<file path="src/rtl/core/cpat_pkg.sv">
// Shared types, codes and operand schedules for the cospherical pair admission test.
// No dependencies; the top level, cpat_mac and cpat_checker refer to this package by scoped names.
`timescale 1ns / 1ps
`default_nettype none

package cpat_pkg;

  // Default build values
  localparam int MAX_POINTS_DEF = 64;
  localparam int COORD_BITS_DEF = 4;

  // Accumulator width; every determinant fits exactly in this
  localparam int ACC_W  = 64;
  localparam int SIZE_W = 7;

  typedef enum logic [1:0] {
    CMD_ADD    = 2'd0,
    CMD_REMOVE = 2'd1,
    CMD_CLEAR  = 2'd2,
    CMD_TEST   = 2'd3
  } cmd_t;

  typedef enum logic [1:0] {
    ST_OK       = 2'd0,
    ST_CONFLICT = 2'd1,
    ST_FULL     = 2'd2,
    ST_ABSENT   = 2'd3
  } status_t;

  typedef enum logic [3:0] {
    S_IDLE,
    S_RM_RD,
    S_RM_CMP,
    S_RM_LAST,
    S_RM_MOVE,
    S_RDI,
    S_LDI,
    S_BV,
    S_RDJ,
    S_LDJ,
    S_W,
    S_RDK,
    S_LDK,
    S_DOT
  } state_t;

  // Control of the shared multiply-accumulate unit
  typedef struct packed {
    logic en;
    logic clear;
    logic neg;
  } mac_ctrl_t;

  typedef struct packed {
    logic [1:0] a;
    logic [1:0] b;
  } bv_pair_t;

  typedef struct packed {
    logic [2:0] bv;
    logic [1:0] y;
    logic       neg;
    logic       first;
    logic       last;
    logic [1:0] comp;
  } w_term_t;

  // Bivector element order: 01, 02, 03, 12, 13, 23
  function automatic bv_pair_t bv_pair(input logic [2:0] e);
    bv_pair_t r;
    case (e)
      3'd0:    r = '{a: 2'd0, b: 2'd1};
      3'd1:    r = '{a: 2'd0, b: 2'd2};
      3'd2:    r = '{a: 2'd0, b: 2'd3};
      3'd3:    r = '{a: 2'd1, b: 2'd2};
      3'd4:    r = '{a: 2'd1, b: 2'd3};
      default: r = '{a: 2'd2, b: 2'd3};
    endcase
    return r;
  endfunction

  // Trivector terms: three products per component, components 0..3
  function automatic w_term_t w_term(input logic [3:0] s);
    w_term_t r;
    case (s)
      4'd0:    r = '{bv: 3'd3, y: 2'd3, neg: 1'b0, first: 1'b1, last: 1'b0, comp: 2'd0};
      4'd1:    r = '{bv: 3'd4, y: 2'd2, neg: 1'b1, first: 1'b0, last: 1'b0, comp: 2'd0};
      4'd2:    r = '{bv: 3'd5, y: 2'd1, neg: 1'b0, first: 1'b0, last: 1'b1, comp: 2'd0};
      4'd3:    r = '{bv: 3'd1, y: 2'd3, neg: 1'b1, first: 1'b1, last: 1'b0, comp: 2'd1};
      4'd4:    r = '{bv: 3'd2, y: 2'd2, neg: 1'b0, first: 1'b0, last: 1'b0, comp: 2'd1};
      4'd5:    r = '{bv: 3'd5, y: 2'd0, neg: 1'b1, first: 1'b0, last: 1'b1, comp: 2'd1};
      4'd6:    r = '{bv: 3'd0, y: 2'd3, neg: 1'b0, first: 1'b1, last: 1'b0, comp: 2'd2};
      4'd7:    r = '{bv: 3'd2, y: 2'd1, neg: 1'b1, first: 1'b0, last: 1'b0, comp: 2'd2};
      4'd8:    r = '{bv: 3'd4, y: 2'd0, neg: 1'b0, first: 1'b0, last: 1'b1, comp: 2'd2};
      4'd9:    r = '{bv: 3'd0, y: 2'd2, neg: 1'b1, first: 1'b1, last: 1'b0, comp: 2'd3};
      4'd10:   r = '{bv: 3'd1, y: 2'd1, neg: 1'b0, first: 1'b0, last: 1'b0, comp: 2'd3};
      default: r = '{bv: 3'd3, y: 2'd0, neg: 1'b1, first: 1'b0, last: 1'b1, comp: 2'd3};
    endcase
    return r;
  endfunction

endpackage

`default_nettype wire

</file>
<file path="src/rtl/core/cpat_mac.sv">
// Shared signed multiply-accumulate unit; the sum output is taken before the accumulator register.
// Depends on cpat_pkg (ACC_W, mac_ctrl_t).
`timescale 1ns / 1ps
`default_nettype none

module cpat_mac #(
  parameter int A_W = 48,
  parameter int B_W = 15
) (
  input  wire logic                            clk,
  input  wire cpat_pkg::mac_ctrl_t             ctrl,
  input  wire logic signed [A_W-1:0]           op_a,
  input  wire logic signed [B_W-1:0]           op_b,
  output logic signed [cpat_pkg::ACC_W-1:0]    sum
);

  logic signed [A_W+B_W-1:0]           prod;
  logic signed [cpat_pkg::ACC_W-1:0]   prod_ext;
  logic signed [cpat_pkg::ACC_W-1:0]   base;
  logic signed [cpat_pkg::ACC_W-1:0]   acc_r;

  // one product per cycle while ctrl.en is set, added to or taken from the running sum (or zero on clear)
  assign prod     = op_a * op_b;
  assign prod_ext = cpat_pkg::ACC_W'(prod);
  assign base     = ctrl.clear ? '0 : acc_r;
  assign sum      = ctrl.neg ? (base - prod_ext) : (base + prod_ext);

  always_ff @(posedge clk) begin
    if (ctrl.en) begin
      acc_r <= sum;
    end
  end

endmodule

`default_nettype wire

</file>
<file path="config.mk">
export PLATFORM = sky130hd
export DESIGN_NAME = cpat_mac
export DESIGN_NICKNAME = d
export VERILOG_FILES = /design/src/rtl/core/cpat_pkg.sv /design/src/rtl/core/cpat_mac.sv
export SDC_FILE = /design/constraint.sdc
export NUM_CORES = 2
export LEC_CHECK = 0
export BUFFER_PORTS_ARGS = -buffer_cell sky130_fd_sc_hd__buf_2
export CELL_PAD_IN_SITES_DETAIL_PLACEMENT = 2
export CELL_PAD_IN_SITES_GLOBAL_PLACEMENT = 2
export CORE_AREA = 2 2 282 284
export CTS_BUF_LIST = sky130_fd_sc_hd__clkbuf_4
export CTS_CLUSTER_SIZE = 12
export DETAILED_ROUTE_END_ITERATION = 10
export DIE_AREA = 0 0 284 286
export GPL_TIMING_DRIVEN = 0
export PLACE_DENSITY_LB_ADDON = 0.1
export SYNTH_ARGS = -nofsm -noshare
export SYNTH_HDL_FRONTEND = slang
export SYNTH_SLANG_ARGS = --single-unit
</file>
<file path="constraint.sdc">
create_clock -name clk -period 16 [get_ports clk]
set_input_delay 2.4 -clock clk [delete_from_list [all_inputs] [get_ports clk]]
set_output_delay 2.4 -clock clk [all_outputs]
set_load 0.03 [all_outputs]
</file>
-- Word level (Yosys, flattened, before mapping)
Index checks and enable logic that the tools add are counted.
- multiply operators: 1
- muxes and demuxes: 2
- add/subtract/negate cells: 2
- operator list (operator ; count):
    two-way mux 64 bit ; 2
    adder 64 x 63 -> 64 bit ; 1
    subtractor 64 x 63 -> 64 bit ; 1
    multiplier 48 x 15 -> 63 bit ; 1
- flip-flop bits (word level): 64
- bits of input ports: 67

-- Depth between registers and ports, before layout
- depth in word-level cells: 3
- depth in mapped cells: 42
- depth with buffers taken out: 39

-- Worst setup path after synthesis
Ideal clock, no wire load.
- path type: input port to output port
- start: input port op_b[0]
- end: output port sum[63] in the netlist's numbering
- arrival: 12.096 ns
- required time: 13.600 ns
- setup slack: 1.504 ns
- stages: 39
- path through: clkbuf_1 -> clkbuf_1 -> nand2_1 -> fa_1 -> fa_1 -> inv_1 -> fa_1 -> inv_1 -> fa_1 -> inv_1 -> fa_1 -> inv_1 -> fa_1 -> inv_1 -> ha_1 -> or3_1 -> a21o_1 -> a211oi_2 -> (+3 left out) -> nor3_1 -> and2_1 -> a21oi_1 -> xnor2_1 -> ha_1 -> clkbuf_1 -> a21o_1 -> or3_1 -> a211oi_1 -> nor2_1 -> a311o_1 -> nand3_1 -> nand2_1 -> a31oi_1 -> a31oi_1 -> a221oi_1 -> xnor2_1 -> xnor2_1
- cells in the longest elaborated chain, start to end: 3
- elaborated cells between the ends (all ways): 4
- ends and longest elaborated chain (item ; line ; RTL):
    from (decl) ; cpat_mac.sv:13 ; input wire logic signed [B_W-1:0] op_b,
    multiplier 48 x 15 -> 63 bit (*) ; cpat_mac.sv:23 ; assign prod = op_a * op_b;
    adder 64 x 63 -> 64 bit / subtractor 64 x 63 -> 64 bit (equally long branches) ; cpat_mac.sv:26 ; assign sum = ctrl.neg ? (base - prod_ext) : (base + prod_ext);
    two-way mux 64 bit (*) ; cpat_mac.sv:26 ;
    to (decl) ; cpat_mac.sv:14 ; output logic signed [cpat_pkg::ACC_W-1:0] sum
Every way passes the cells marked *; elsewhere a longest branch is shown, timed or not.

-- Worst setup path in the final report
- start: input port op_a[37]
- end: output port sum[62] in the netlist's numbering
- cells in the longest elaborated chain, start to end: 3
- elaborated cells between the ends (all ways): 4
- ends and longest elaborated chain (item ; line ; RTL):
    from (decl) ; cpat_mac.sv:12 ; input wire logic signed [A_W-1:0] op_a,
    multiplier 48 x 15 -> 63 bit (*) ; cpat_mac.sv:23 ;
    adder 64 x 63 -> 64 bit / subtractor 64 x 63 -> 64 bit (equally long branches) ; cpat_mac.sv:26 ;
    two-way mux 64 bit (*) ; cpat_mac.sv:26 ;
Marks and branches as above.

==> qor.yml <==
status: "complete, no violations"
grt_max_degree: 65
overflow: 0
dpl.cell_count: 4879
synth.largest_area_cell: "fa_1"
drive_above_1_share: 0.07746
worstSkewPairLatency_ps: 480
core_um2: 78360
port_buffers: 115
synth_edf_count: 64
max_stage_delay_ps: 590
syn_area_um2: 31840
worstPathRequired_ps: 13600
vias_per_cell: 5.440
path_common_cell: "fa_1"
top_regs: "acc_r: 64 flops"
drcViolationCount: 0
die_w_um: 284
setup_violations: 0
syn_to_final_growth_pct: 7.840
cts_inserted_buffers: 9
synthTopCellsByArea: "fa_1, inv_1, ha_1, nand2_1, edfxtp_1"
start_kind: "input pin"
slew_headroom: 0.1735
use_met3: 0.02727
path_class: "in -> out"
crit_fanout: 10
avgRoutedWirePerCell_um: 24.48
clk_pin_slew_ps: 110
ctsHtreeMaxLevel: 3
hold_buffers: 0
largest_register_ffs: 64
rows: 103
grtUsageTotal: 0.3008
cts_buffer_depth: 2
timing.fmax_ghz: 0.06445
drt_iter0_drc: 1345
period_needed_ps: 15520
skew_ps: 32.64
ant_nets: 0
antenna_found_initial: 6
syn_avg_cell_area_um2: 8.574
min_path_type: "reg -> reg"
final_cell_count_no_fill: 4899
netlist.area_leader.share: 0.4100
die-height_um: 286
synth_top_flop_cell: "edfxtp_1"
grt_busiest_layer: "met2"
initial_core_util: 0.4063
die_area_um2: 81220
holdWs_ps: 805.6
grtUsageMet2: 0.5651
grt_pass1_wl_um: 186200
drv_cap: 0
syn_nets: 4644
gp_congestion: 0.8750
slowest_stage: "clkbuf_1"
synth_most_common_cell: "inv_1"
fin_crit_sh: 0.9698
async_flop_share: 0
seq_area_frac_synth: 0.06037
synth_seq_cells: 64
io_pins: 131
grt_pass1_vias: 31220
via_count: 26650
place_ws_ps: -1221
ctsRootBufferMaster: "clkbuf_4"
cts.sink_count: 64
met1_usage: 0.3578
syn_inst: 3713
cp_data_arrival_time_ps: 13120
worst_pin_slew_ps: 1240
top_register: "acc_r"
yosysWarnings: 0
nNetsFinal: 4774
drv_slew: 0
setup_slack_ps: 483.1
cts_tree: "built"
synth_cell_types: 91
dp_hpwl_um: 103400
synth_common_cells: "inv_1, fa_1, nand2_1"
totalWireLength_um: 119900
finalHoldViolCount: 0
drt_first_pass_iters: 5
endpoint_kind: "output pin"
layer usage:
layer / routed length (um) / vias to the layer above
met5: 0 / -
met4: 4683 / 0
met3: 3994 / 212
met2: 62980 / 522
met1: 48260 / 14140
li1: - / 11780
layout make-up:
type	instances	area (um2)
clock inverter	5	72.57
antenna	2	5.005
tap	1050	1314
inverter	729	2744
timing repair buffer	132	705.7
sequential	64	1922
fill	9021	44020
buffer	159	804.5
multi-input combinational	2748	26690
clock buffer	10	75.07
worst max-delay path: cells and delay by family:
family / cells / cell delay, ps
adders and majority gates: 8 / 3880
and+or+nand+nor: 9 / 2240
AOI/OAI and AO/OA: 10 / 2050
buffers and inverters: 11 / 1810
xor gates and xnor gates: 3 / 720
kinds of logic (layout without fill, tap and decap cells):
group	after synthesis	in the layout	share of synthesized area
AO/OA/AOI/OAI	503	503	0.1034
buffers and inverters	901	1035	0.1069
XOR/XNOR	179	179	0.04924
multiplexers	5	5	0.001572
adder cells (fa/ha/maj)	864	864	0.4933
AND/OR/NAND/NOR	1197	1197	0.1851
other	0	2	0
flip-flops	64	64	0.06037
per-stage QoR:
step / utilization / area, um2 / setup TNS [ps]
floorplan: - / 31840 / 0
global placement: 0.4304 / 33730 / -10290
detailed placement: 0.4305 / 33730 / -14210
CTS: 0.4346 / 34050 / 0
global route: 0.4381 / 34330 / -66.75
finish: 0.4382 / 34330 / 0
layout by cell type, fill, tap and decap left out, types with 64 or more instances in the layout:
cell type / n
a21oi_1: 159
nand2_1: 545
xnor2_1: 114
buf_2: 122
inv_1: 728
nor2_1: 131
clkbuf_1: 68
nor2b_1: 86
edfxtp_1: 64
ha_1: 212
o21ai_0: 77
and2_1: 239
fa_1: 652
xor2_1: 65
repair_timing:
action,CTS,global route
cloned,0,0
resized for setup,66,158
pin swaps,3,13
setup endpoints to repair,24,13
setup buffers,4,12
path summary, 6_finish.rpt:
| check | from | end | slack [ps] | depth (start not counted) |
|---|---|---|---|---|
| hold reg to reg | acc_r[0]$_DFFE_PP_ | acc_r[0]$_DFFE_PP_ | 810 | 3 |
| setup reg to reg | acc_r[0]$_DFFE_PP_ | acc_r[48]$_DFFE_PP_ | 11280 | 16 |
| hold / removal | acc_r[0]$_DFFE_PP_ | acc_r[0]$_DFFE_PP_ | 810 | 3 |
| setup / recovery | op_a[37] | sum[62] | 480 | 41 |
Power is left out: the tool's default activity adds up to more than one toggle a clock period on the data nets, which glitch-free logic cannot reach.
